File: src/rtl/stbm_ram.sv
// ----------------------------------------------------------------------------
// stbm_ram
// Single-port synchronous RAM with a registered read port.
// ----------------------------------------------------------------------------
module stbm_ram #(
  parameter int WIDTH = 8,
  parameter int DEPTH = 16
) (
  input  logic                     clk,
  input  logic                     en,
  input  logic                     we,
  input  logic [$clog2(DEPTH)-1:0] addr,
  input  logic [WIDTH-1:0]         wdata,
  output logic [WIDTH-1:0]         rdata
);

  logic [WIDTH-1:0] mem [DEPTH];

  always_ff @(posedge clk) begin
    if (en) begin
      if (we) begin
        mem[addr] <= wdata;
      end else begin
        rdata <= mem[addr];
      end
    end
  end

endmodule

File: config.mk
export PLATFORM = sky130hd
export DESIGN_NAME = stbm_ram
export DESIGN_NICKNAME = d
export VERILOG_FILES = /design/src/rtl/stbm_ram.sv
export SDC_FILE = /design/constraint.sdc
export NUM_CORES = 1
export LEC_CHECK = 0
export BUFFER_PORTS_ARGS = -buffer_cell sky130_fd_sc_hd__buf_4
export CAP_MARGIN = 10
export CORE_UTILIZATION = 55
export CTS_BUF_LIST = sky130_fd_sc_hd__clkbuf_2
export CTS_CLUSTER_SIZE = 14
export DETAILED_ROUTE_END_ITERATION = 16
export PLACE_DENSITY = 0.72
export REMOVE_ABC_BUFFERS = 1
export SYNTH_ARGS = -nofsm -noshare
export SYNTH_HDL_FRONTEND = slang
export SYNTH_SLANG_ARGS = --single-unit
File: constraint.sdc
create_clock -name clk -period 1.9 [get_ports clk]
set_clock_uncertainty 0.1 [all_clocks]
set_input_delay 0.19 -clock clk [delete_from_list [all_inputs] [get_ports clk]]
set_output_delay 0.19 -clock clk [all_outputs]
set_load 0.02 [all_outputs]
==> flow_results.xml <==
<?xml version="1.0" encoding="UTF-8"?>
<metrics>
  <group name="worst_setup_path">
    <metric name="critical_path_arrival" unit="ns">2.02</metric>
    <metric name="worstRegToRegCells" unit="">3</metric>
    <metric name="worstSetupEndpoint" unit="">mem[3][1]</metric>
    <metric name="critical_path_class" unit="">in -&gt; reg</metric>
    <metric name="crit_path_cell_trace" unit="">dlygate4sd3_1, buf_4, nand4_1, nor3_1, dlygate4sd3_1, buf_4</metric>
    <metric name="worst_path_maximum_fanout" unit="">8</metric>
    <metric name="cp-end-kind" unit="">register</metric>
    <metric name="timing.rr.end" unit="">rdata[5]</metric>
    <metric name="critical_path.slowest_cell" unit="">sky130_fd_sc_hd__dlygate4sd3_1</metric>
    <metric name="critPathLaunchType" unit="">primary input</metric>
    <metric name="setup_crit_start" unit="">we</metric>
    <metric name="r2r_slack" unit="ns">0.23</metric>
    <metric name="required" unit="ns">2.17</metric>
    <metric name="cp_slowest_stage_delay" unit="ns">0.58</metric>
    <metric name="r2r-start" unit="">mem[1][5]</metric>
  </group>
  <group name="die">
    <metric name="row_count" unit="">35</metric>
    <metric name="io-pin-count" unit="">23</metric>
    <metric name="fp.coreArea" unit="mm2">0.00924</metric>
    <metric name="initial_core_util" unit="%">56.7</metric>
    <metric name="die_w" unit="um">99.6</metric>
    <metric name="die-area" unit="mm2">0.00992</metric>
    <metric name="floorplan.die.height" unit="um">99.6</metric>
  </group>
  <group name="synth">
    <metric name="synth-async-reset-ratio" unit="%">0</metric>
    <metric name="ys_seq_area_share" unit="%">78.0</metric>
    <metric name="syn_area_per_cell" unit="um2">22.4</metric>
    <metric name="synth.area.mux_share" unit="%">14.9</metric>
    <metric name="synth_area_leader_cell" unit="">sky130_fd_sc_hd__edfxtp_1</metric>
    <metric name="ys_types" unit="">18</metric>
    <metric name="synth_top_area_share" unit="%">78.0</metric>
    <metric name="synthSimpleGateAreaFrac" unit="%">3.32</metric>
    <metric name="synth.yosys.warnings" unit="">0</metric>
    <metric name="synth_compound_area_share" unit="%">2.29</metric>
    <metric name="post_synth_xor_area_fraction" unit="%">0</metric>
    <metric name="synth-seq-cells" unit="">136</metric>
    <metric name="yosys.area_share.adder" unit="%">0</metric>
    <metric name="synth.top_cells.by_area" unit="">sky130_fd_sc_hd__edfxtp_1 78%, sky130_fd_sc_hd__mux4_1 8.0%, sky130_fd_sc_hd__mux4_2 6.9%, sky130_fd_sc_hd__a22oi_1 2.3%, sky130_fd_sc_hd__nor2_1 0.93%</metric>
    <metric name="yosys_most_used_dff" unit="">sky130_fd_sc_hd__edfxtp_1</metric>
    <metric name="synthCells" unit="">234</metric>
    <metric name="main_combinational_cell_family_by_area_after_synthesis" unit="">multiplexers</metric>
    <metric name="syn_area" unit="mm2">0.00524</metric>
    <metric name="count_of_flip_flops_with_a_built_in_enable_after_synthesis" unit="">136</metric>
  </group>
  <group name="layout">
    <metric name="mostFrequentLayoutCell" unit="">sky130_fd_sc_hd__edfxtp_1</metric>
    <metric name="fin_nets" unit="">320</metric>
    <metric name="mostFrequentLayoutCells" unit="">136 x sky130_fd_sc_hd__edfxtp_1, 50 x sky130_fd_sc_hd__buf_4, 18 x sky130_fd_sc_hd__clkbuf_2</metric>
    <metric name="drive_above_1_share" unit="%">30.1</metric>
    <metric name="nFillCells" unit="">605</metric>
    <metric name="post-route-util" unit="%">65.8</metric>
    <metric name="sequential_cell_area" unit="mm2">0.00408</metric>
    <metric name="multiInputGateArea" unit="mm2">0.00107</metric>
    <metric name="area_growth" unit="%">16.1</metric>
    <metric name="insertedDiodeCount" unit="">0</metric>
    <metric name="finalInstanceArea" unit="mm2">0.00608</metric>
  </group>
  <group name="route">
    <metric name="finalWirelength" unit="mm">9.79</metric>
    <metric name="route.antenna.remaining_nets" unit="">0</metric>
    <metric name="first_iter_violations" unit="">112</metric>
    <metric name="detailroute.via_count" unit="">2533</metric>
    <metric name="firstDrtPassIters" unit="">4</metric>
    <metric name="vias_per_cell" unit="">5.69</metric>
    <metric name="average_routed_wire_per_standard_cell" unit="um">22.0</metric>
    <metric name="detail_route.drc_violations" unit="">0</metric>
  </group>
  <group name="clocking">
    <metric name="postCtsHoldBufs" unit="">13</metric>
    <metric name="post-cts-setup-buffers" unit="">0</metric>
    <metric name="root_buffer" unit="">sky130_fd_sc_hd__clkbuf_2</metric>
    <metric name="max-clock-path-buffers" unit="">2</metric>
    <metric name="clock-sinks" unit="">136</metric>
    <metric name="number_of_buffers_inserted_during_clock_tree_synthesis" unit="">17</metric>
    <metric name="tritoncts" unit="">done</metric>
    <metric name="clkTransAtPathRegs" unit="ns">0.20</metric>
    <metric name="cts_resized" unit="">0</metric>
    <metric name="clk-insertion-delay-late" unit="ns">0.67</metric>
    <metric name="cts_htree_levels" unit="">4</metric>
  </group>
  <group name="sta">
    <metric name="maxClockFrequency" unit="MHz">571</metric>
    <metric name="final-max-slew-violation-count" unit="">0</metric>
    <metric name="grt_setup_unrepaired" unit="">no</metric>
    <metric name="setup_slack" unit="ns">0.150</metric>
    <metric name="final.period_utilization" unit="%">92.1</metric>
    <metric name="max_slew_margin" unit="%">69.1</metric>
    <metric name="finalCriticalPeriod" unit="ns">1.75</metric>
    <metric name="final_hold_viol_count" unit="">0</metric>
    <metric name="tightestPinTransition" unit="ns">0.463</metric>
    <metric name="setup_violations" unit="">0</metric>
    <metric name="hold_slack" unit="ns">0.129</metric>
  </group>
  <group name="pwr">
    <metric name="power.ir.vdd_worst" unit="mV">0.403</metric>
    <metric name="leakage" unit="nW">2.07</metric>
    <metric name="power_density_cells" unit="mW/mm2">865</metric>
  </group>
  <group name="hold_path">
    <metric name="class_of_the_most_critical_hold_timing_path" unit="">in -&gt; reg</metric>
  </group>
  <group name="placed_design">
    <metric name="dp_slack" unit="ns">-0.0669</metric>
    <metric name="port_buffers" unit="">22</metric>
    <metric name="dp_hpwl" unit="mm">6.46</metric>
    <metric name="placed_area" unit="mm2">0.00574</metric>
    <metric name="gp_routability_congestion" unit="">0.744</metric>
  </group>
  <group name="global_routing">
    <metric name="groute.usage.overall" unit="%">21.7</metric>
    <metric name="global_route_wire_length_before_repair" unit="mm">14.7</metric>
    <metric name="overflow" unit="">0</metric>
    <metric name="antenna_violations_before_repair" unit="">0</metric>
    <metric name="grt_start_max_net_pins" unit="">37</metric>
    <metric name="grt_pass1_vias" unit="">2676</metric>
  </group>
  <group name="status">
    <metric name="status" unit="">completed</metric>
  </group>
  <group name="job">
    <metric name="cap_viol_max_count" unit="">0</metric>
  </group>
</metrics>
[cell usage after synthesis (2+ instances only)]
cell                       number
sky130_fd_sc_hd__nor3_1         4
sky130_fd_sc_hd__clkbuf_1       5
sky130_fd_sc_hd__nor2_1        13
sky130_fd_sc_hd__mux4_1        16
sky130_fd_sc_hd__buf_6          2
sky130_fd_sc_hd__a22oi_1       16
sky130_fd_sc_hd__mux4_2        16
sky130_fd_sc_hd__buf_2          3
sky130_fd_sc_hd__nor2b_1        3
sky130_fd_sc_hd__edfxtp_1     136
sky130_fd_sc_hd__nand2b_1       2
sky130_fd_sc_hd__nand2_1       10
sky130_fd_sc_hd__buf_1          2
sky130_fd_sc_hd__nand4b_1       2
[critical path, delay by kind of cell]
family	cells	cell delay, ns
buffers and inverters	4	1.43
and+or+nand+nor	2	0.41
[how the worst min path moves through the flow]
stage	cells past startpoint	start	to
2_1_floorplan	0	wdata[0]	mem[0][0]
4_1_cts	4	en	mem[7][6]
5_1_grt	4	en	mem[11][6]
3_3_place_gp	1	wdata[2]	mem[8][2]
6_report	4	en	mem[7][3]
3_5_place_dp	1	wdata[2]	mem[8][2]
[report_power, final]
part / internal, W / switching, W
Sequential: 0.00334 / 0.0000114
Clock: 0.000592 / 0.000990
Combinational: 0.000157 / 0.000170
Total: 0.00409 / 0.00117
[cell families after synthesis]
kind of cell / after synthesis
compound gates: 16
buf+inv: 13
flops: 136
mux: 32
simple gates: 37
[routing by layer]
| metal | track usage [%] | routed length (um) |
|---|---|---|
| met1 | 26.9 | 4140 |
| met4 | 9.39 | 236 |
| met5 | 0 | 0 |
| met3 | 6.47 | 493 |
| met2 | 36.0 | 4920 |
[state kept, by name, indices dropped and copies added, names as in the netlist]
name / flops
mem: 128
rdata: 8
[layout make-up]
type,count,area share [%]
multi-input combinational,85,17.7
clock buffer,18,1.48
tap,129,2.65
clock inverter,12,2.10
sequential,136,67.1
timing repair buffer,65,8.97
[through the flow]
stage	setup TNS, ns	std cells	total power [W]
after CTS	0	445	0.00529
after global placement	-0.0449	402	0.00372
after detailed placement	-0.0797	402	0.00373
after floorplan	0	221	0.00355
after global routing	0	445	0.00544
final	0	445	0.00526
Power figures use the tool's default switching activity.
