## config.mk

```make
export PLATFORM = sky130hd
export DESIGN_NAME = stbm_obuf
export DESIGN_NICKNAME = d
export VERILOG_FILES = /design/src/rtl/stbm_pkg.sv /design/src/rtl/stbm_obuf.sv
export SDC_FILE = /design/constraint.sdc
export NUM_CORES = 1
export LEC_CHECK = 0
export CAP_MARGIN = 5
export CORE_AREA = 2 2 39 41
export DETAILED_ROUTE_END_ITERATION = 10
export DIE_AREA = 0 0 41 43
export DONT_BUFFER_PORTS = 1
export SLEW_MARGIN = 20
export SYNTH_ARGS = -nofsm -noshare
export SYNTH_HDL_FRONTEND = slang
export SYNTH_SLANG_ARGS = --single-unit
```

## constraint.sdc

```tcl
create_clock -name clk -period 3.75 [get_ports clk]
set_clock_uncertainty 0.15 [all_clocks]
set_input_delay 0.9375 -clock clk [delete_from_list [all_inputs] [get_ports clk]]
set_output_delay 0.9375 -clock clk [all_outputs]
set_load 0.02 [all_outputs]
```

## src/rtl/stbm_pkg.sv

```systemverilog
// ----------------------------------------------------------------------------
// stbm_pkg
// Shared sizes, codes, memory request types and ranking helpers for the
// suffix trie best-match block.
// ----------------------------------------------------------------------------
package stbm_pkg;

  localparam int NODE_COUNT    = 4096;
  localparam int ALPHABET_SIZE = 26;

  localparam int SYM_W   = 5;
  localparam int IDX_W   = 14;
  localparam int LEN_W   = 12;
  localparam int OUT_W   = IDX_W + 1;
  localparam int STAT_W  = 2;
  localparam int NODE_W  = $clog2(NODE_COUNT);
  localparam int FREE_W  = $clog2(NODE_COUNT + 1);
  localparam int BEST_W  = OUT_W + LEN_W;

  localparam int CHILD_DEPTH = NODE_COUNT * ALPHABET_SIZE;
  localparam int SLOT_W      = $clog2(CHILD_DEPTH);

  localparam logic CMD_INSERT = 1'b0;
  localparam logic CMD_QUERY  = 1'b1;

  localparam logic [STAT_W-1:0] ST_ANSWER = 2'd0;
  localparam logic [STAT_W-1:0] ST_DONE   = 2'd1;
  localparam logic [STAT_W-1:0] ST_FULL   = 2'd2;

  localparam logic [OUT_W-1:0] EMPTY_INDEX = {OUT_W{1'b1}};

  typedef struct packed {
    logic              en;
    logic              we;
    logic [SLOT_W-1:0] addr;
    logic [NODE_W-1:0] wdata;
  } child_req_t;

  typedef struct packed {
    logic              en;
    logic              we;
    logic [NODE_W-1:0] addr;
    logic [BEST_W-1:0] wdata;
  } best_req_t;

  function automatic logic [SLOT_W-1:0] slot_of(input logic [NODE_W-1:0] node,
                                                input logic [SYM_W-1:0]  sym);
    slot_of = SLOT_W'(node) * SLOT_W'(ALPHABET_SIZE) + SLOT_W'(sym);
  endfunction

  function automatic logic [BEST_W-1:0] best_pack(input logic [IDX_W-1:0] idx,
                                                  input logic [LEN_W-1:0] len);
    best_pack = {OUT_W'(idx), len};
  endfunction

  function automatic logic rank_take(input logic [BEST_W-1:0] old,
                                     input logic [IDX_W-1:0]  idx,
                                     input logic [LEN_W-1:0]  len);
    logic [OUT_W-1:0] old_idx;
    logic [LEN_W-1:0] old_len;
    old_idx   = old[BEST_W-1 -: OUT_W];
    old_len   = old[LEN_W-1:0];
    rank_take = old_idx[OUT_W-1] || (len < old_len) ||
                ((len == old_len) && (OUT_W'(idx) < old_idx));
  endfunction

endpackage

```

## src/rtl/stbm_obuf.sv

```systemverilog
// ----------------------------------------------------------------------------
// stbm_obuf
// Output register: holds one result beat until the receiver takes it.
// ----------------------------------------------------------------------------
module stbm_obuf (
  input  logic                        clk,
  input  logic                        rst,
  input  logic                        res_valid,
  output logic                        res_ready,
  input  logic [stbm_pkg::OUT_W-1:0]  res_index,
  input  logic [stbm_pkg::STAT_W-1:0] res_status,
  output logic                        out_valid,
  input  logic                        out_stall,
  output logic signed [stbm_pkg::OUT_W-1:0] best_index,
  output logic [stbm_pkg::STAT_W-1:0] status
);
  import stbm_pkg::*;

  assign res_ready = !out_valid || !out_stall;

  always_ff @(posedge clk) begin
    if (rst) begin
      out_valid <= 1'b0;
    end else if (res_valid && res_ready) begin
      out_valid <= 1'b1;
    end else if (!out_stall) begin
      out_valid <= 1'b0;
    end
  end

  always_ff @(posedge clk) begin
    if (res_valid && res_ready) begin
      best_index <= res_index;
      status     <= res_status;
    end
  end

endmodule

```

==> reports/results.tsv, run 1 <==
metric	value	unit
status	finished clean	
Initial Util	39.7	%
FMAX	0.457	GHz
clock tree root buffer cell	clkbuf_4	
global-route wire length before repair	1.10	mm
Syn Inst Count	22	
largest net degree at the start of global routing	18	
Worst-Skew Late Latency	0.27	ns
setup bufs post-CTS	0	
Antenna Cells	0	
Syn. warnings	0	
final setup vio count	0	
synthesis-stage register bit count	18	
Reg2Reg Launch Point	out_valid$_SDFFE_PP0P_	
Worst path slowest cell	nand2_1	
initial antenna violation count	0	
DRC	0	
placed cell areas	569	um^2
Crit Path Category	input pin to output port	
Syn-to-layout area delta	8.43	%
final worst-path cycle share	58.4	%
total core area	0.00138	mm^2
floorplan die height	43	um
num rows	14	
routability cong.	0.548	
Pwr per Cell Area	590	mW/mm^2
Worst Tran Pin Value	0.697	ns
crit path launch	out_stall	
clock sink total	18	
syn_area_per_cell	25.0	um^2
PortBufs	0	
max-cap viol count	0	
fin. max-slew vios	0	
Total Wirelength	804	um
Starting DRT DRC Count	4	
htree depth	1	
share of post-route cells with drive strength above 1	11.5	%
via count	209	
syn nets	43	
CTS tree	built	
flop-to-flop setup slack	2.01	ns
max_slew headroom	53.6	%
vias in the first global route	250	
crit end category	output port	
Layout Cell Area excl Fill	596	um^2
hold_buf cts	0	
Layout fillers	124	
min cycle time layout	2.19	ns
critical path's top delay family	simple AND/OR/NAND/NOR gates	
peak supply drop	0.188	mV
synthesized cell area	549	um^2
Max Root-Sink Buffers	2	
library cells used by synthesis	6	
Pre-antenna DRT Iters	3	
All-Layer GR Usage	10.4	%
Util after Layout	43.0	%
P_leak	0.195	nW
Chip Width	41	um
RSZ-0062 raised after global routing	false	
Critical Path RT	2.66	ns
vias per cell	4.98	
Avg WL per Cell	19.1	um
Die ar.	0.00176	mm^2
Routed Antenna Nets	0	
hold_ws	0.482	ns
total global routing overflow	0	
CP max FO	2	
CTS resizes	0	
Hold Violations, Final	0	
I/O pin cnt	40	
sequential area share after synthesis	96.6	%
Setup crit start kind	input pin	
Worst-path clk slew	0.09	ns
hold crit path type	flop to flop	
nets@finish	48	
Worst EP arrival	1.10	ns
HP Start	out_valid$_SDFFE_PP0P_	
crit path cell chain	nand2_1	
Worst path max stage delay	0.17	ns
Worst Path Buf+Inv	0	
Final TNS setup	0	ns
TritonCTS Buffers	3	
kinds of logic after synthesis:
logic type	share of synthesized area, %
compound gates	0.910
flops	96.6
simple gates	2.51
worst paths after layout:
path                              end  cells after the start
min reg2reg    out_valid$_SDFFE_PP0P_                      2
max reg2reg  best_index[12]$_DFFE_PP_                      2
max                         res_ready                      1
min            out_valid$_SDFFE_PP0P_                      2
sequential cells by signal (all words and copies together), names as in the netlist:
name	cells
best_index	15
status	2
out_valid	1
cell type report:
type / count / area, um^2 / share of cell area (%)
clock buffer: 3 / 22.5 / 3.78
sequential: 18 / 531 / 89.1
tap: 16 / 20.0 / 3.36
multi-input combinational: 4 / 18.8 / 3.15
clock inverter: 1 / 3.75 / 0.630
worst min-delay path, stage by stage, from the launching register on:
cell	delay, ns
dfxtp_1	0.40
a21oi_1	0.16
nor2_1	0.04
cells in the final DEF, fill, tap and decap left out:
master     n
edfxtp_1  17
clkinv_1   1
clkbuf_4   3
nor2_1     1
dfxtp_1    1
and2_1     1
a21oi_1    1
nand2_1    1
report_power, final:
group          internal [mW]  leakage, nW  switching, mW  total (mW)
Sequential             0.235        0.173         0.0187       0.253
Combinational       0.000803      0.00729        0.00528     0.00608
Clock                 0.0385       0.0154         0.0531      0.0916
routing by layer:
layer | up-vias | track usage [%] | wire length (um)
met5 | - | 0 | 0
met1 | 93 | 9.82 | 274
met2 | 23 | 15.6 | 450
li1 | 93 | - | -
met4 | 0 | 8.00 | 0
met3 | 0 | 5.76 | 79
synth_stat cells:
cell	instances	area [um^2]
edfxtp_1	17	510
nor2_1	1	3.75
nand2_1	1	3.75
and2_1	1	6.26
dfxtp_1	1	20.0
a21oi_1	1	5.00
through the flow:
step / cells / setup WS [ns] / total power [mW]
global placement: 38 / 1.50 / 0.264
CTS: 42 / 1.56 / 0.356
floorplan: 22 / 1.57 / 0.262
global route: 42 / 1.55 / 0.367
detailed placement: 38 / 1.46 / 0.265
finish: 42 / 1.56 / 0.351
No activity file was read; power rests on OpenSTA's default activity.
==> inputs of run 2 (changes only) <==
==> constraint.sdc (replaced) <==
create_clock -name clk -period 1.8 [get_ports clk]
set_clock_uncertainty 0.15 [all_clocks]
set_input_delay 0.45 -clock clk [delete_from_list [all_inputs] [get_ports clk]]
set_output_delay 0.45 -clock clk [all_outputs]
set_load 0.02 [all_outputs]
==> run 2 against run 1 <==
Die area did not move. Critical path depth up 1. Sequential power up 110%. Combinational power grew to 3.1 times the previous value. Flip-flop and latch count unchanged. Clock power is 110% higher. First-iteration DRC count is the same. Core utilization is 1.6 points higher. Critical path type is now flop to output port.
==> reports/results.tsv, run 2 (same netlist as run 1, synthesis figures left out) <==
metric	value	unit
Total Wirelength	814	um
Antenna Cells	0	
Most flops, register	best_index	
Final TNS setup	0	ns
share of post-route cells with drive strength above 1	20.7	%
CP max FO	3	
Largest regs	best_index x15, status x2, out_valid x1	
FMAX	0.616	GHz
critical path's top delay family	flip-flops	
Worst path slowest cell	dfxtp_1	
Multi-input gate area	18.8	um^2
fin. max-slew vios	0	
Starting DRT DRC Count	4	
register area	531	um^2
clock tree root buffer cell	clkbuf_4	
flop-to-flop setup slack	0.47	ns
CTS resizes	0	
setup ws final	0.176	ns
Worst-path clk slew	0.09	ns
Worst-Skew Late Latency	0.27	ns
Initial Util	39.7	%
Routed Antenna Nets	0	
clock sink total	18	
setup bufs post-CTS	0	
hold crit path type	input pin to flop	
DP Worst Slack	0.481	ns
total global routing overflow	0	
Hold Violations, Final	0	
Pwr per Cell Area	1190	mW/mm^2
Crit Path Category	flop to output port	
hold_buf cts	0	
largest net degree at the start of global routing	12	
Layout fillers	122	
Syn-to-layout area delta	12.5	%
P_leak	0.210	nW
global-route wire length before repair	1.13	mm
Worst EP arrival	1.02	ns
max-cap viol count	0	
floorplan die height	43	um
min cycle time layout	1.62	ns
final setup vio count	0	
DRC	0	
status	finished clean	
final worst-path cycle share	90.2	%
Worst Tran Pin Value	0.261	ns
Overall Power	0.738	mW
DP Cell Count	41	
initial antenna violation count	0	
Util after Layout	44.7	%
RSZ-0062 raised after global routing	false	
vias in the first global route	256	
Critical Path RT	1.20	ns
total core area	0.00138	mm^2
via count	224	
TritonCTS Buffers	3	
max reg flops	15	
All-Layer GR Usage	10.6	%
Pre-antenna DRT Iters	2	
num rows	14	
htree depth	1	
CTS tree	built	
Setup crit start kind	flop	
Worst path max stage delay	0.48	ns
commonest non-fill, non-tap cell in the layout	edfxtp_1	
Die ar.	0.00176	mm^2
Avg WL per Cell	18.1	um
nets@finish	51	
vias per cell	4.98	
Final HPWL DP	659	um
Max Root-Sink Buffers	2	
Layout Cells excl Fill	45	
commonest non-fill, non-tap cells in the layout	edfxtp_1, clkbuf_4, buf_4	
Worst Path Buf+Inv	1	
max_slew headroom	82.6	%
crit path cell chain	nand2_1 -> buf_4	
peak supply drop	0.446	mV
I/O pin cnt	40	
crit end category	output port	
Chip Width	41	um
PortBufs	0	
routability cong.	0.570	
run 2: cell count changes in the layout (fill, tap and decap cells not counted), sizes merged:
cell  change
buf       +3
run 2: layer usage:
layer	share of wire, %	GRT usage (%)	up-vias
li1	-	-	99
met1	34	9.89	102
met2	56	16.3	23
met3	10	5.76	0
met4	0	8.00	0
met5	0	0	-
run 2: path summary, 6_finish.rpt:
| kind | endpoint | start | cells after the start |
|---|---|---|---|
| worst max-delay path | res_ready | out_valid$_SDFFE_PP0P_ | 2 |
| worst min-delay path | out_valid$_SDFFE_PP0P_ | rst | 1 |
| worst max register to register | best_index[3]$_DFFE_PP_ | out_valid$_SDFFE_PP0P_ | 3 |
| worst min register to register | out_valid$_SDFFE_PP0P_ | out_valid$_SDFFE_PP0P_ | 2 |
run 2: final cells by class:
type | count | share of cell area [%]
Timing Repair Buffer | 3 | 3.64
Tap cell | 16 | 3.24
Clock buffer | 3 | 3.64
Clock inverter | 1 | 0.607
Sequential cell | 18 | 85.8
Multi-Input combinational cell | 4 | 3.04
run 2: where the power goes:
part,switching (mW),internal (mW),leakage [nW],total (mW)
Sequential,0.0391,0.489,0.173,0.528
Combinational,0.0121,0.00667,0.0214,0.0188
Clock,0.112,0.0803,0.0154,0.192
run 2: metrics by stage:
stage	instance area (um^2)	hold slack (ns)
floorplan	549	0.372
global placement	592	0.374
detailed placement	592	0.379
CTS	618	0.0707
global route	618	0.0669
finish	618	0.0806
==> inputs of run 3 (changes only) <==
--- a/config.mk
+++ b/config.mk
@@ -6,10 +6,13 @@
 export NUM_CORES = 1
 export LEC_CHECK = 0
 export CAP_MARGIN = 5
-export CORE_AREA = 2 2 39 41
+export CELL_PAD_IN_SITES_DETAIL_PLACEMENT = 0
+export CELL_PAD_IN_SITES_GLOBAL_PLACEMENT = 1
+export CORE_UTILIZATION = 38
 export DETAILED_ROUTE_END_ITERATION = 10
-export DIE_AREA = 0 0 41 43
 export DONT_BUFFER_PORTS = 1
+export GPL_ROUTABILITY_DRIVEN = 0
+export PLACE_DENSITY_LB_ADDON = 0.1
 export SLEW_MARGIN = 20
 export SYNTH_ARGS = -nofsm -noshare
 export SYNTH_HDL_FRONTEND = slang
==> run 3 against run 2 <==
Clock power about the same. Combinational power is 13% higher. Final cell count decreased by 4.4%. Sequential power about the same. First-iteration DRC count fell by 100%. Largest cell class unchanged.
==> reports/results.tsv, run 3 (same netlist as run 1, synthesis figures left out) <==
metric	value	unit
status	finished clean	
Int Power	0.583	mW
switching pwr	0.160	mW
I/O pin cnt	40	
fin. max-slew vios	0	
Routed Antenna Nets	0	
P_leak	0.209	nW
Crit Path Category	flop to output port	
Seq pwr share	71.0	%
via count	209	
Reg2Reg Launch Point	out_valid$_SDFFE_PP0P_	
register area	531	um^2
hold crit path type	input pin to flop	
reg2reg path depth	3	
Avg WL per Cell	18.9	um
global-route wire length before repair	1.04	mm
Max Root-Sink Buffers	2	
commonest non-fill, non-tap cells in the layout	edfxtp_1, clkbuf_4	
Worst-path clk slew	0.09	ns
vias per cell	4.86	
total global routing overflow	0	
Worst-Skew Late Latency	0.27	ns
Worst Hold Depth	1	
flop-to-flop setup slack	0.47	ns
clock sink total	18	
CTS resizes	0	
share of post-route cells with drive strength above 1	17.9	%
Clock Power Share	26.2	%
Worst Path Buf+Inv	1	
crit end category	output port	
reg2reg end	best_index[5]$_DFFE_PP_	
FMAX	0.609	GHz
Chip Width	40.0	um
min cycle time layout	1.64	ns
Hold Violations, Final	0	
Setup crit start kind	flop	
commonest non-fill, non-tap cell in the layout	edfxtp_1	
setup bufs post-CTS	0	
Largest regs	best_index x15, status x2, out_valid x1	
max-cap viol count	0	
vias in the first global route	230	
peak supply drop	0.536	mV
All-Layer GR Usage	11.1	%
TritonCTS Buffers	3	
Critical Path RT	1.20	ns
Comb power frac	2.9	%
hold_ws	0.0872	ns
Overall Power	0.743	mW
total core area	0.00132	mm^2
floorplan die height	40.0	um
Worst Tran Pin Value	0.270	ns
clock tree root buffer cell	clkbuf_4	
Layout fillers	109	
CTS tree	built	
critical path's top delay family	flip-flops	
Pwr per Cell Area	1190	mW/mm^2
Initial Util	41.7	%
largest net degree at the start of global routing	18	
nets@finish	50	
max_slew headroom	82.0	%
initial antenna violation count	0	
CP max FO	3	
Antenna Cells	0	
Final TNS setup	0	ns
Worst EP arrival	1.04	ns
RSZ-0062 raised after global routing	false	
Total Wirelength	812	um
hold_buf cts	0	
PortBufs	0	
Worst path slowest cell	dfxtp_1	
final setup vio count	0	
Worst path max stage delay	0.48	ns
Pre-antenna DRT Iters	1	
HP Start	rst	
switch share	21.5	%
num rows	13	
max reg flops	15	
Syn-to-layout area delta	13.2	%
crit path cell chain	nand2_1 -> buf_4	
Multi-input gate area	18.8	um^2
htree depth	1	
Worst Hold End	out_valid$_SDFFE_PP0P_	
Starting DRT DRC Count	0	
DRC	0	
final worst-path cycle share	91.2	%
Die ar.	0.00160	mm^2
Most flops, register	best_index	
-- run 3: changes by cell type in the layout (fill, tap and decap cells not counted) --
cell	previous run	this run
buf_4	3	1
buf_12	0	1
clkinv_1	1	0
clkbuf_1	0	1
-- run 3: worst register-to-register path, cell delays in order, from the launching register on --
cell and delay, ns:
dfxtp_1 0.48, nand2_1 0.11, and2_1 0.20, buf_12 0.16
-- run 3: how the worst max path moves through the flow --
stage / startpoint / endpoint / slack (ns) / cells past startpoint
floorplan: out_stall / best_index[0]$_DFFE_PP_ / 0.15 / 2
global placement: out_valid$_SDFFE_PP0P_ / res_ready / 0.50 / 2
detailed placement: out_valid$_SDFFE_PP0P_ / res_ready / 0.47 / 2
CTS: out_valid$_SDFFE_PP0P_ / res_ready / 0.13 / 2
global route: out_valid$_SDFFE_PP0P_ / res_ready / 0.09 / 2
finish: out_valid$_SDFFE_PP0P_ / res_ready / 0.16 / 2
-- run 3: power by group through the flow --
| stage | clock (mW) | sequential [mW] | combinational, mW |
|---|---|---|---|
| after floorplan | 0 | 0.534 | 0.0107 |
| after global placement | 0 | 0.537 | 0.0208 |
| after detailed placement | 0 | 0.538 | 0.0218 |
| after CTS | 0.203 | 0.528 | 0.0221 |
| after global routing | 0.221 | 0.530 | 0.0235 |
| final | 0.194 | 0.527 | 0.0212 |
-- run 3: metal layers --
layer | wire, um | track usage, % | up-vias
met5 | 0 | 0 | -
met3 | 65 | 5.56 | 0
li1 | - | - | 96
met1 | 292 | 10.7 | 91
met4 | 0 | 7.76 | 0
met2 | 454 | 18.1 | 22
-- run 3: area by class of cell --
type	instances	area share (%)
Sequential cell	18	85.3
Timing Repair Buffer	2	4.43
Clock buffer	4	4.23
Multi-Input combinational cell	4	3.02
Tap cell	15	3.02
-- run 3: through the flow --
stage	util [%]	cell area [um^2]	worst slack, ns	std cells
2_1_floorplan	-	549	0.147	22
3_3_place_gp	45.2	596	0.495	39
3_5_place_dp	45.2	596	0.475	39
4_1_cts	47.2	622	0.130	43
5_1_grt	47.2	622	0.0943	43
6_report	47.2	622	0.158	43
