`src/rtl/stbm_pkg.sv`:
```
// ----------------------------------------------------------------------------
// stbm_pkg
// Shared sizes, codes, memory request types and ranking helpers for the
// suffix trie best-match block.
// ----------------------------------------------------------------------------
package stbm_pkg;

  localparam int NODE_COUNT    = 4096;
  localparam int ALPHABET_SIZE = 26;

  localparam int SYM_W   = 5;
  localparam int IDX_W   = 14;
  localparam int LEN_W   = 12;
  localparam int OUT_W   = IDX_W + 1;
  localparam int STAT_W  = 2;
  localparam int NODE_W  = $clog2(NODE_COUNT);
  localparam int FREE_W  = $clog2(NODE_COUNT + 1);
  localparam int BEST_W  = OUT_W + LEN_W;

  localparam int CHILD_DEPTH = NODE_COUNT * ALPHABET_SIZE;
  localparam int SLOT_W      = $clog2(CHILD_DEPTH);

  localparam logic CMD_INSERT = 1'b0;
  localparam logic CMD_QUERY  = 1'b1;

  localparam logic [STAT_W-1:0] ST_ANSWER = 2'd0;
  localparam logic [STAT_W-1:0] ST_DONE   = 2'd1;
  localparam logic [STAT_W-1:0] ST_FULL   = 2'd2;

  localparam logic [OUT_W-1:0] EMPTY_INDEX = {OUT_W{1'b1}};

  typedef struct packed {
    logic              en;
    logic              we;
    logic [SLOT_W-1:0] addr;
    logic [NODE_W-1:0] wdata;
  } child_req_t;

  typedef struct packed {
    logic              en;
    logic              we;
    logic [NODE_W-1:0] addr;
    logic [BEST_W-1:0] wdata;
  } best_req_t;

  function automatic logic [SLOT_W-1:0] slot_of(input logic [NODE_W-1:0] node,
                                                input logic [SYM_W-1:0]  sym);
    slot_of = SLOT_W'(node) * SLOT_W'(ALPHABET_SIZE) + SLOT_W'(sym);
  endfunction

  function automatic logic [BEST_W-1:0] best_pack(input logic [IDX_W-1:0] idx,
                                                  input logic [LEN_W-1:0] len);
    best_pack = {OUT_W'(idx), len};
  endfunction

  function automatic logic rank_take(input logic [BEST_W-1:0] old,
                                     input logic [IDX_W-1:0]  idx,
                                     input logic [LEN_W-1:0]  len);
    logic [OUT_W-1:0] old_idx;
    logic [LEN_W-1:0] old_len;
    old_idx   = old[BEST_W-1 -: OUT_W];
    old_len   = old[LEN_W-1:0];
    rank_take = old_idx[OUT_W-1] || (len < old_len) ||
                ((len == old_len) && (OUT_W'(idx) < old_idx));
  endfunction

endpackage

```
`src/rtl/stbm_ctrl.sv`:
```
// ----------------------------------------------------------------------------
// stbm_ctrl
// Walk sequencer: clears the memories after reset, then per character reads
// the child link; on inserts it ranks the root and the node reached and
// allocates new nodes; it hands the final beat of a word to the output register.
// ----------------------------------------------------------------------------
module stbm_ctrl (
  input  logic                        clk,
  input  logic                        rst,
  input  logic                        in_valid,
  output logic                        in_stall,
  input  logic                        command,
  input  logic [stbm_pkg::SYM_W-1:0]  symbol,
  input  logic                        first_char,
  input  logic                        last_char,
  input  logic [stbm_pkg::IDX_W-1:0]  word_index,
  input  logic [stbm_pkg::LEN_W-1:0]  word_length,
  output stbm_pkg::child_req_t        child_req,
  input  logic [stbm_pkg::NODE_W-1:0] child_rdata,
  output stbm_pkg::best_req_t         best_req,
  input  logic [stbm_pkg::BEST_W-1:0] best_rdata,
  output logic                        res_valid,
  input  logic                        res_ready,
  output logic [stbm_pkg::OUT_W-1:0]  res_index,
  output logic [stbm_pkg::STAT_W-1:0] res_status
);
  import stbm_pkg::*;

  localparam logic [2:0] S_CLEAR = 3'd0;
  localparam logic [2:0] S_IDLE  = 3'd1;
  localparam logic [2:0] S_LINK  = 3'd2;
  localparam logic [2:0] S_WALK  = 3'd3;
  localparam logic [2:0] S_RANK  = 3'd4;
  localparam logic [2:0] S_ANS   = 3'd5;
  localparam logic [2:0] S_EMIT  = 3'd6;

  logic [2:0]        state, state_next;
  logic [SLOT_W-1:0] clr_cnt, clr_cnt_next;
  logic [NODE_W-1:0] cur, cur_next;
  logic [FREE_W-1:0] free_cnt, free_cnt_next;
  logic              stopped, stopped_next;
  logic              ovf, ovf_next;
  logic [OUT_W-1:0]  res_index_next;
  logic [STAT_W-1:0] res_status_next;

  logic              cmd_q;
  logic [SYM_W-1:0]  sym_q;
  logic              first_q;
  logic              last_q;
  logic [IDX_W-1:0]  idx_q;
  logic [LEN_W-1:0]  len_q;

  logic              accept;
  logic [NODE_W-1:0] cur_eff;
  logic              go_rank;

  assign in_stall = (state != S_IDLE);
  assign accept   = in_valid && !in_stall;
  assign cur_eff  = first_char ? '0 : cur;

  always_comb begin
    state_next      = state;
    clr_cnt_next    = clr_cnt;
    cur_next        = cur;
    free_cnt_next   = free_cnt;
    stopped_next    = stopped;
    ovf_next        = ovf;
    res_index_next  = res_index;
    res_status_next = res_status;
    child_req       = '0;
    best_req        = '0;
    res_valid       = 1'b0;
    go_rank         = 1'b0;
    unique case (state)
      S_CLEAR: begin
        child_req.en    = 1'b1;
        child_req.we    = 1'b1;
        child_req.addr  = clr_cnt;
        child_req.wdata = '0;
        if (clr_cnt < SLOT_W'(NODE_COUNT)) begin
          best_req.en    = 1'b1;
          best_req.we    = 1'b1;
          best_req.addr  = clr_cnt[NODE_W-1:0];
          best_req.wdata = {EMPTY_INDEX, {LEN_W{1'b0}}};
        end
        clr_cnt_next = clr_cnt + 1'b1;
        if (clr_cnt == SLOT_W'(CHILD_DEPTH - 1)) begin
          state_next = S_IDLE;
        end
      end
      S_IDLE: begin
        if (accept) begin
          cur_next = cur_eff;
          if (first_char) begin
            stopped_next = 1'b0;
            ovf_next     = 1'b0;
          end
          child_req.en   = 1'b1;
          child_req.addr = slot_of(cur_eff, symbol);
          if (first_char && command == CMD_INSERT) begin
            best_req.en   = 1'b1;
            best_req.addr = '0;
          end
          state_next = S_LINK;
        end
      end
      S_LINK: begin
        if (first_q && cmd_q == CMD_INSERT && rank_take(best_rdata, idx_q, len_q)) begin
          best_req.en    = 1'b1;
          best_req.we    = 1'b1;
          best_req.addr  = '0;
          best_req.wdata = best_pack(idx_q, len_q);
        end
        state_next = S_WALK;
      end
      S_WALK: begin
        if (!stopped) begin
          if (sym_q >= SYM_W'(ALPHABET_SIZE)) begin
            stopped_next = 1'b1;
          end else if (cmd_q == CMD_QUERY) begin
            if (child_rdata == '0) begin
              stopped_next = 1'b1;
            end else begin
              cur_next = child_rdata;
            end
          end else if (child_rdata == '0) begin
            if (free_cnt >= FREE_W'(NODE_COUNT)) begin
              ovf_next     = 1'b1;
              stopped_next = 1'b1;
            end else begin
              child_req.en    = 1'b1;
              child_req.we    = 1'b1;
              child_req.addr  = slot_of(cur, sym_q);
              child_req.wdata = free_cnt[NODE_W-1:0];
              best_req.en     = 1'b1;
              best_req.we     = 1'b1;
              best_req.addr   = free_cnt[NODE_W-1:0];
              best_req.wdata  = best_pack(idx_q, len_q);
              free_cnt_next   = free_cnt + 1'b1;
              cur_next        = free_cnt[NODE_W-1:0];
            end
          end else begin
            cur_next      = child_rdata;
            best_req.en   = 1'b1;
            best_req.addr = child_rdata;
            go_rank       = 1'b1;
          end
        end
        priority if (go_rank) begin
          state_next = S_RANK;
        end else if (!last_q) begin
          state_next = S_IDLE;
        end else if (cmd_q == CMD_QUERY) begin
          best_req.en   = 1'b1;
          best_req.addr = cur_next;
          state_next    = S_ANS;
        end else begin
          res_index_next  = '0;
          res_status_next = ovf_next ? ST_FULL : ST_DONE;
          state_next      = S_EMIT;
        end
      end
      S_RANK: begin
        if (rank_take(best_rdata, idx_q, len_q)) begin
          best_req.en    = 1'b1;
          best_req.we    = 1'b1;
          best_req.addr  = cur;
          best_req.wdata = best_pack(idx_q, len_q);
        end
        if (last_q) begin
          res_index_next  = '0;
          res_status_next = ovf ? ST_FULL : ST_DONE;
          state_next      = S_EMIT;
        end else begin
          state_next = S_IDLE;
        end
      end
      S_ANS: begin
        res_index_next  = best_rdata[BEST_W-1 -: OUT_W];
        res_status_next = ST_ANSWER;
        state_next      = S_EMIT;
      end
      S_EMIT: begin
        res_valid = 1'b1;
        if (res_ready) begin
          state_next = S_IDLE;
        end
      end
      default: begin
        state_next = S_IDLE;
      end
    endcase
  end

  always_ff @(posedge clk) begin
    if (rst) begin
      state    <= S_CLEAR;
      clr_cnt  <= '0;
      cur      <= '0;
      free_cnt <= FREE_W'(1);
      stopped  <= 1'b0;
      ovf      <= 1'b0;
    end else begin
      state    <= state_next;
      clr_cnt  <= clr_cnt_next;
      cur      <= cur_next;
      free_cnt <= free_cnt_next;
      stopped  <= stopped_next;
      ovf      <= ovf_next;
    end
  end

  always_ff @(posedge clk) begin
    res_index  <= res_index_next;
    res_status <= res_status_next;
    if (accept) begin
      cmd_q   <= command;
      sym_q   <= symbol;
      first_q <= first_char;
      last_q  <= last_char;
      idx_q   <= word_index;
      len_q   <= word_length;
    end
  end

  a_cur_allocated: assert property (@(posedge clk) disable iff (rst)
    FREE_W'(cur) < free_cnt)
    else $error("current node lies beyond the allocated pool");

  a_free_in_range: assert property (@(posedge clk) disable iff (rst)
    (free_cnt != '0) && (free_cnt <= FREE_W'(NODE_COUNT)))
    else $error("free node count out of range");

  a_ovf_stops: assert property (@(posedge clk) disable iff (rst)
    ovf |-> stopped)
    else $error("pool overflow without a stopped walk");

  a_alloc_step: assert property (@(posedge clk) disable iff (rst)
    (state == S_WALK && child_req.we) |=> (free_cnt == $past(free_cnt) + 1'b1))
    else $error("node allocation did not advance the pool by one");

endmodule

```
`config.mk`:
```
export PLATFORM = sky130hd
export DESIGN_NAME = stbm_ctrl
export DESIGN_NICKNAME = d
export VERILOG_FILES = /design/src/rtl/stbm_pkg.sv /design/src/rtl/stbm_ctrl.sv
export SDC_FILE = /design/constraint.sdc
export NUM_CORES = 1
export LEC_CHECK = 0
export BUFFER_PORTS_ARGS = -buffer_cell sky130_fd_sc_hd__buf_2
export CORE_UTILIZATION = 61
export CTS_CLUSTER_SIZE = 40
export DETAILED_ROUTE_END_ITERATION = 16
export GPL_ROUTABILITY_DRIVEN = 0
export HOLD_SLACK_MARGIN = 0.03
export MAX_ROUTING_LAYER = met4
export PLACE_DENSITY_LB_ADDON = 0.05
export REMOVE_ABC_BUFFERS = 1
export SYNTH_ARGS = -nofsm -noshare
export SYNTH_HDL_FRONTEND = slang
export SYNTH_SLANG_ARGS = --single-unit
```
`constraint.sdc`:
```
create_clock -name clk -period 9.25 [get_ports clk]
set_input_delay 0.925 -clock clk [delete_from_list [all_inputs] [get_ports clk]]
set_output_delay 0.925 -clock clk [all_outputs]
set_load 0.005 [all_outputs]
```
==> run_results.csv, run 1 <==
group,metric,value,unit
critical_path,cp-start-kind,"input port",
pwr,power.share.clock,0.424,
clock_tree,cts_num_sinks,98,
timing,rsz0062_at_grt,"no",
clock_tree,cts_tree,"built",
floorplanning,core,13300,µm²
pwr,p_sw,0.201,mW
floorplanning,initial_core_util,0.632,
layout,synthToLayoutAreaGrowth,14.8,%
clock_tree,cts_hold_buf,0,
grt,grt-ovfl-total,0,
timing,max_slew.worst_pin.slew,1.25,ns
logic_synthesis,syn_avg_cell_area,8.50,µm²
clock_tree,cts_buffers,9,
flow_run,cap_violations,0,
pwr,seq_power_share,0.515,
route,wire_per_inst,16.9,µm
clock_tree,clk_latency,0.35,ns
timing,finalCriticalPeriod,6.11,ns
timing,setup_viol,0,
clock_tree,postCtsSetupRepairBufs,0,
pwr,power_frac_comb,0.062,
timing,clock_skew,0.00840,ns
route,drt_iter0_markers,619,
logic_synthesis,synth_cell_types,64,
logic_synthesis,synth_cells,993,
layout,layout_common_cells,"167 x buf_2, 103 x inv_1, 93 x ha_1",
layout,diodes,0,
critical_path,crit_type,"input port to output pin",
route,post_drt_via_cell_ratio,5.96,
critical_path,crit_start,"first_char",
layout,drive_gt1_frac,0.174,
pwr,switching_share,0.225,
min_path,hp-class,"flop to flop",
timing,slew_headroom,0.165,
floorplanning,die_width,120,µm
grt,grt_pass1_vias,7401,
grt,grt_first_pass_wirelength,35700,µm
critical_path,crit_fanout,15,
logic_synthesis,yosysWarningCount,0,
floorplanning,std_cell_rows,42,
clock_tree,htree_levels,3,
timing,tns,0,ns
floorplanning,io_pins,168,
timing,hold_ws,0.526,ns
route,firstDrtPassIters,6,
critical_path,timing.rr.start,"state[1]",
floorplanning,dieArea,14300,µm²
clock_tree,clk_pin_slew,0.06,ns
grt,grt_max_degree,48,
route,num_vias,7872,
logic_synthesis,synth-edff-count,51,
timing,hold_viol,0,
timing,period_share,0.661,
run_status,status,"finished clean",
place,io_buffer_count,167,
timing,clock.fmax,0.164,GHz
logic_synthesis,syn_area,8440,µm²
logic_synthesis,synth_ff_type,"edfxtp_1",
pwr,irDropWorstVdd,78.8,µV
critical_path,crit_arrival,5.19,ns
logic_synthesis,ys_ff_latch,98,
min_path,min_from,"ovf",
clock_tree,cts_resized,0,
pwr,p_int,0.690,mW
place,dpl.hpwl,17100,µm
grt,grt_util_all_layers,0.325,
route,wl,22400,µm
layout,fin_nets,1329,
grt,antenna_found_initial,0,
pwr,p_leak,4.56,nW
pwr,powerDensity,91.9,nW/µm²
clock_tree,clockBufferDepth,2,
floorplanning,die_h,120,µm
timing,slew_viol_final,0,
route,drc_errors,0,
logic_synthesis,synthArstFlopShare,0,
critical_path,endpoint_kind,"output pin",
route,ant_nets,0,
layout,final_common_cell,"buf_2",
critical_path,required,8.33,ns
clock_tree,cts_root_buffer,"clkbuf_16",
logic_synthesis,ys_seq_area_frac,0.293,
## layer usage
metal,share of wire,global-route usage,vias to the layer above,wire length [µm]
met1,0.42,0.395,3679,9390
li1,-,-,3805,-
met3,0.071,0.0570,54,1590
met4,0.029,0.121,0,643
met2,0.48,0.541,334,10700
met5,0,-,-,0
## synthesized netlist by cell type (all sizes together), types with 26 or more instances
library cell    n  area [µm²]
a21oi          56         280
dfxtp          47         941
nor2           85         319
o21ai          54         270
ha             93        1160
xnor2          28         245
xor2           32         280
inv           106         398
clkbuf         35         131
nand2          79         297
and2           43         272
a21o           26         195
edfxtp         51        1530
## area by class of cell
type,instances,area (µm²)
clock buffer,9,225
sequential,98,2470
multi-input combinational,753,5440
tap,176,220
clock inverter,7,70.1
inverter,106,398
fill,1119,3660
timing repair buffer,171,866
## sequential cells by signal, summed over array words and instances, names as in the netlist, 3 cells and up
| register | cells |
|---|---|
| res_index | 15 |
| len_q | 12 |
| cur | 12 |
| clr_cnt | 17 |
| free_cnt | 13 |
| idx_q | 14 |
| sym_q | 5 |
| state | 3 |
## metrics by stage
| step | worst slack, ns | instances | power, mW | utilization | area, µm² |
|---|---|---|---|---|---|
| floorplan | 4.04 | 957 | 0.490 | - | 8300 |
| finish | 3.14 | 1320 | 0.891 | 0.726 | 9690 |
| CTS | 3.20 | 1320 | 0.891 | 0.726 | 9690 |
| global placement | 3.32 | 1304 | 0.520 | 0.704 | 9400 |
| global route | 2.80 | 1320 | 0.915 | 0.726 | 9690 |
| detailed placement | 3.24 | 1304 | 0.521 | 0.704 | 9400 |
## logic make-up after synthesis
kind of cell             after synthesis  share of synthesized area
AO/OA/AOI/OAI                        234                      0.183
XOR/XNOR                              61                     0.0649
adder cells (fa/ha/maj)              113                      0.185
buffers and inverters                142                     0.0633
flip-flops                            98                      0.293
AND/OR/NAND/NOR                      345                      0.210
## power by group through the flow
stage	Combinational, mW	Clock, mW	Sequential (mW)
finish	0.0549	0.378	0.458
global route	0.0608	0.396	0.458
CTS	0.0544	0.378	0.458
detailed placement	0.0535	0	0.468
global placement	0.0522	0	0.468
floorplan	0.0224	0	0.467
## worst max-delay path, stage by stage
cell,delay (ns)
buf_2,0.23
nand2b_1,0.19
inv_1,0.09
ha_1,0.27
inv_1,0.05
fa_1,0.56
inv_1,0.06
ha_1,0.30
a211oi_1,0.33
nor2_1,0.10
xor2_1,0.29
nor4bb_1,0.50
nand4_1,0.23
nor4bb_1,0.39
xnor2_1,0.18
nor2_1,0.06
a221o_1,0.28
buf_2,0.13
## path summary, 6_finish.rpt
check | endpoint | slack, ns | cells past startpoint
min reg2reg | ovf | 0.53 | 2
min | ovf | 0.53 | 2
max reg2reg | free_cnt[9] | 5.85 | 8
max | child_req[28] | 3.14 | 18
Note: power is estimated with default switching activity, not from simulation.
==> run 2: changes to the inputs <==
CORE_UTILIZATION = 51   (was 61)
clock period = 4.91 ns   (was 9.25 ns; I/O delays follow)
==> run_results.csv, run 2 (same netlist as run 1, synthesis figures left out) <==
group,metric,value,unit
run_status,status,"finished clean",
timing,finalWorstSetupSlack,0.0983,ns
timing,clock_skew,0.0118,ns
route,wl,24000,µm
min_path,min_path_cells,1,
pwr,p_total,1.68,mW
place,place_ws,0.0439,ns
grt,grt_pass1_vias,7388,
layout,synthToLayoutAreaGrowth,22.5,%
timing,tns,0,ns
route,ant_nets,0,
route,wire_per_inst,17.3,µm
timing,hold_viol,0,
layout,drive_gt1_frac,0.243,
floorplanning,dieArea,17100,µm²
clock_tree,htree_levels,3,
critical_path,crit_fanout,8,
clock_tree,cts_tree,"built",
route,drt_iter0_markers,624,
critical_path,crit_type,"flop to output pin",
route,num_vias,8012,
min_path,min_from,"word_length[8]",
layout,multi_input_area,5760,µm²
layout,largest_register,"clr_cnt",
grt,grtUsageMet1,0.375,
critical_path,endpoint_kind,"output pin",
layout,layout_common_cells,"166 x buf_2, 102 x inv_1, 84 x nor2_1",
clock_tree,cts_hold_buf,0,
clock_tree,clockBufferDepth,2,
timing,slew_headroom,0.273,
clock_tree,clk_pin_slew,0.08,ns
layout,diodes,0,
layout,fin_util,0.646,
timing,max_slew.worst_pin.slew,1.09,ns
timing,period_share,0.980,
critical_path,r2r_setup_slack,1.37,ns
critical_path,timing.rr.start,"sym_q[2]",
layout,seq_area,2500,µm²
place,dpl.hpwl,18400,µm
layout,nFillCells,1447,
timing,clock.fmax,0.208,GHz
critical_path,cp-start-kind,"flop",
pwr,p_leak,4.76,nW
clock_tree,cts_num_sinks,98,
timing,finalCriticalPeriod,4.81,ns
grt,grtUsageMet3,0.0285,
critical_path,r2r-end,"free_cnt[11]",
place,io_buffer_count,167,
layout,final_common_cell,"buf_2",
route,firstDrtPassIters,6,
grt,grtUsageMet2,0.489,
clock_tree,cts_root_buffer,"clkbuf_16",
min_path,min_to,"len_q[8]",
timing,setup_viol,0,
layout,largest_registers,"clr_cnt (17), res_index (15), idx_q (14)",
floorplanning,initial_core_util,0.527,
floorplanning,core,16000,µm²
pwr,irDropWorstVdd,163,µV
floorplanning,die_width,131,µm
timing,hold_ws,0.299,ns
grt,top_usage_layer,"met2",
grt,grt_first_pass_wirelength,37700,µm
route,drc_errors,0,
critical_path,worst_r2r_path_depth,8,
clock_tree,clk_latency,0.36,ns
floorplanning,std_cell_rows,46,
grt,antenna_found_initial,0,
grt,grt_max_degree,48,
floorplanning,die_h,131,µm
route,post_drt_via_cell_ratio,5.76,
critical_path,crit_arrival,4.32,ns
timing,slew_viol_final,0,
layout,largest_reg_flops,17,
min_path,hp-class,"input port to flop",
layout,fin_nets,1361,
clock_tree,cts_buffers,9,
floorplanning,io_pins,168,
grt,grt_util_all_layers,0.293,
critical_path,required,4.42,ns
grt,grt-ovfl-total,0,
flow_run,cap_violations,0,
pwr,powerDensity,163,nW/µm²
-- run 2: cell types whose count changed in the layout (fill, tap and decap cells not counted), moves of 4 or more --
cell | before | now
dfxtp_4 | 0 | 5
o21ai_0 | 26 | 22
dfxtp_1 | 47 | 38
nor2b_4 | 0 | 5
ha_2 | 0 | 4
nor2b_1 | 15 | 8
ha_1 | 93 | 79
ha_4 | 0 | 10
buf_4 | 4 | 36
dfxtp_2 | 0 | 4
-- run 2: worst max-delay path by stage --
stage                    start             to  slack (ns)  cells past startpoint
floorplan           first_char  child_req[28]        0.57                     16
global placement    first_char  child_req[28]        0.06                     20
detailed placement  first_char  child_req[28]        0.04                     19
CTS                     cur[1]  child_req[28]       0.001                     19
global route            cur[5]  child_req[28]       -0.03                     18
finish                  cur[1]  child_req[28]         0.1                     18
-- run 2: report_power, final --
part	switching (mW)	internal, mW	total, mW	leakage [nW]
sequential	0.00432	0.856	0.860	0.821
combinational	0.0541	0.0499	0.104	3.80
clock	0.357	0.359	0.716	0.147
-- run 2: cell type report --
type | instances | area share
Multi-Input combinational cell | 753 | 0.558
Sequential cell | 98 | 0.241
Timing Repair Buffer | 203 | 0.108
Inverter | 106 | 0.0385
Tap cell | 216 | 0.0261
Clock buffer | 9 | 0.0218
Clock inverter | 7 | 0.00678
-- run 2: metal layers --
layer / part of all wire / up-vias
li1: - / 3874
met1: 0.42 / 3771
met2: 0.48 / 319
met3: 0.072 / 48
met4: 0.023 / 0
met5: 0 / -
-- run 2: metrics by stage --
| stage | cells | area, µm² |
|---|---|---|
| CTS | 1385 | 10000 |
| detailed placement | 1369 | 9630 |
| global placement | 1369 | 9630 |
| floorplan | 957 | 8300 |
| finish | 1392 | 10300 |
| global route | 1392 | 10300 |
-- run 2: timing repair --
action                     in CTS  in global routing
buffers inserted                0                  7
setup endpoints to repair       1                  1
resized for setup              21                 55
pin swaps                       2                 19
-- run 2: worst max-delay path, cell delays in order (launching register included) --
cell	delay [ns]
dfxtp_4	0.44
nand2b_4	0.07
inv_2	0.09
ha_1	0.23
inv_1	0.07
fa_1	0.45
fa_2	0.41
xnor2_2	0.18
nor2b_4	0.16
o21ai_0	0.12
nor4bb_2	0.31
buf_4	0.17
nand4_1	0.16
nor4bb_4	0.33
buf_4	0.15
xnor2_1	0.12
nor2_1	0.06
a221o_1	0.28
buf_2	0.13
==> run 3: changes to the inputs <==
CORE_UTILIZATION = 50   (was 51)
HOLD_SLACK_MARGIN = not set   (was 0.03)
==> run_results.csv, run 3 (same netlist as run 1, synthesis figures left out) <==
group,metric,value,unit
route,post_drt_via_cell_ratio,5.63,
timing,clock.fmax,0.209,GHz
timing,period_share,0.973,
clock_tree,clockBufferDepth,2,
route,firstDrtPassIters,5,
route,ant_nets,0,
floorplanning,die_h,132,µm
grt,antenna_found_initial,0,
clock_tree,cts_hold_buf,0,
layout,fin_util,0.623,
place,dpl.hpwl,18500,µm
floorplanning,initial_core_util,0.511,
critical_path,worst_r2r_path_depth,9,
critical_path,r2r_setup_slack,1.75,ns
grt,grt_pass1_vias,7453,
clock_tree,cts_tree,"built",
min_path,hp-class,"input port to flop",
clock_tree,clk_latency,0.36,ns
timing,finalCriticalPeriod,4.78,ns
timing,slew_viol_final,0,
layout,fin_nets,1362,
layout,final_common_cell,"buf_2",
clock_tree,cts_root_buffer,"clkbuf_16",
layout,multi_input_area,5690,µm²
layout,nFillCells,1521,
critical_path,crit_arrival,4.29,ns
timing,setup_viol,0,
route,wl,24100,µm
clock_tree,cts_num_sinks,98,
timing,clock_skew,0.0112,ns
critical_path,crit_type,"flop to output pin",
layout,drive_gt1_frac,0.241,
route,drc_errors,0,
critical_path,cp-start-kind,"flop",
pwr,irDropWorstVdd,171,µV
floorplanning,io_pins,168,
critical_path,crit_path_end,"child_req[28]",
grt,grt-ovfl-total,0,
timing,hold_viol,0,
layout,largest_reg_flops,17,
route,num_vias,7864,
run_status,status,"finished clean",
layout,largest_register,"clr_cnt",
pwr,powerDensity,168,nW/µm²
layout,seq_area,2490,µm²
route,drt_iter0_markers,515,
place,io_buffer_count,167,
critical_path,required,4.42,ns
grt,grt_max_degree,48,
grt,grt_util_all_layers,0.285,
critical_path,crit_fanout,7,
floorplanning,dieArea,17400,µm²
floorplanning,die_width,132,µm
pwr,p_total,1.73,mW
timing,max_slew.worst_pin.slew,1.04,ns
layout,largest_registers,"clr_cnt (17), res_index (15), idx_q (14)",
grt,grt_first_pass_wirelength,38000,µm
route,wire_per_inst,17.2,µm
clock_tree,cts_buffers,9,
clock_tree,htree_levels,3,
critical_path,crit_start,"cur[4]",
clock_tree,clk_pin_slew,0.08,ns
floorplanning,std_cell_rows,47,
timing,slew_headroom,0.305,
timing,tns,0,ns
layout,layout_common_cells,"166 x buf_2, 103 x inv_1, 84 x ha_1",
critical_path,r2r-end,"free_cnt[7]",
floorplanning,core,16500,µm²
critical_path,endpoint_kind,"output pin",
pwr,p_leak,4.80,nW
layout,synthToLayoutAreaGrowth,22.0,%
critical_path,timing.rr.start,"sym_q[2]",
layout,diodes,0,
flow_run,cap_violations,0,
-- run 3: cell types whose count changed in the layout (fill, tap and decap cells not counted), sizes merged --
| cell | before | now |
|---|---|---|
| clkbuf | 9 | 10 |
| clkinv | 3 | 2 |
| bufinv | 0 | 1 |
-- run 3: power by group --
group | internal [mW] | total [mW] | switching (mW)
sequential | 0.857 | 0.861 | 0.00435
clock | 0.412 | 0.764 | 0.352
combinational | 0.0494 | 0.103 | 0.0540
-- run 3: how the worst min path moves through the flow --
stage | end | depth (start not counted) | slack [ns] | from
5_1_grt | idx_q[4] | 1 | 0.29 | word_index[4]
4_1_cts | idx_q[1] | 1 | 0.29 | word_index[1]
6_report | idx_q[1] | 1 | 0.30 | word_index[1]
2_1_floorplan | clr_cnt[1] | 2 | 0.47 | clr_cnt[1]
3_3_place_gp | ovf | 2 | 0.50 | ovf
3_5_place_dp | ovf | 2 | 0.51 | ovf
-- run 3: critical path, stage by stage, from the launching register on --
cell,delay [ns]
dfxtp_4,0.38
ha_1,0.31
fa_1,0.54
ha_4,0.23
and2_4,0.16
a221o_1,0.32
or4_1,0.51
o311a_4,0.17
nor3_4,0.22
nand3_2,0.11
a2111o_1,0.37
xnor3_1,0.18
a221o_1,0.30
buf_2,0.13
-- run 3: stage by stage --
step | instance area (µm²) | instances | hold slack, ns | setup slack [ns]
finish | 10300 | 1397 | 0.301 | 0.132
floorplan | 8300 | 957 | 0.471 | 0.573
global route | 10300 | 1397 | 0.294 | -0.0145
global placement | 9670 | 1377 | 0.500 | 0.109
CTS | 10000 | 1393 | 0.292 | 0.00779
detailed placement | 9670 | 1377 | 0.514 | 0.104
-- run 3: area by class of cell --
type / count / share of cell area
clock buffer: 9 / 0.0219
clock inverter: 7 / 0.00924
inverter: 106 / 0.0387
multi-input combinational: 753 / 0.553
sequential: 98 / 0.242
tap: 220 / 0.0267
timing repair buffer: 204 / 0.108
-- run 3: routing by layer --
layer  part of all wire  global-route usage  routed length [µm]  up-vias
met5                  0                   -                   0        -
met4              0.025               0.103                 597        0
met3              0.067              0.0346                1620       39
met2               0.48               0.464               11500      292
met1               0.43               0.363               10400     3657
li1                   -                   -                   -     3876
-- run 3: repair_timing --
action / CTS / global route
setup endpoints to repair: 1 / 3
buffers inserted: 0 / 4
resized for setup: 8 / 58
pin swaps: 0 / 17
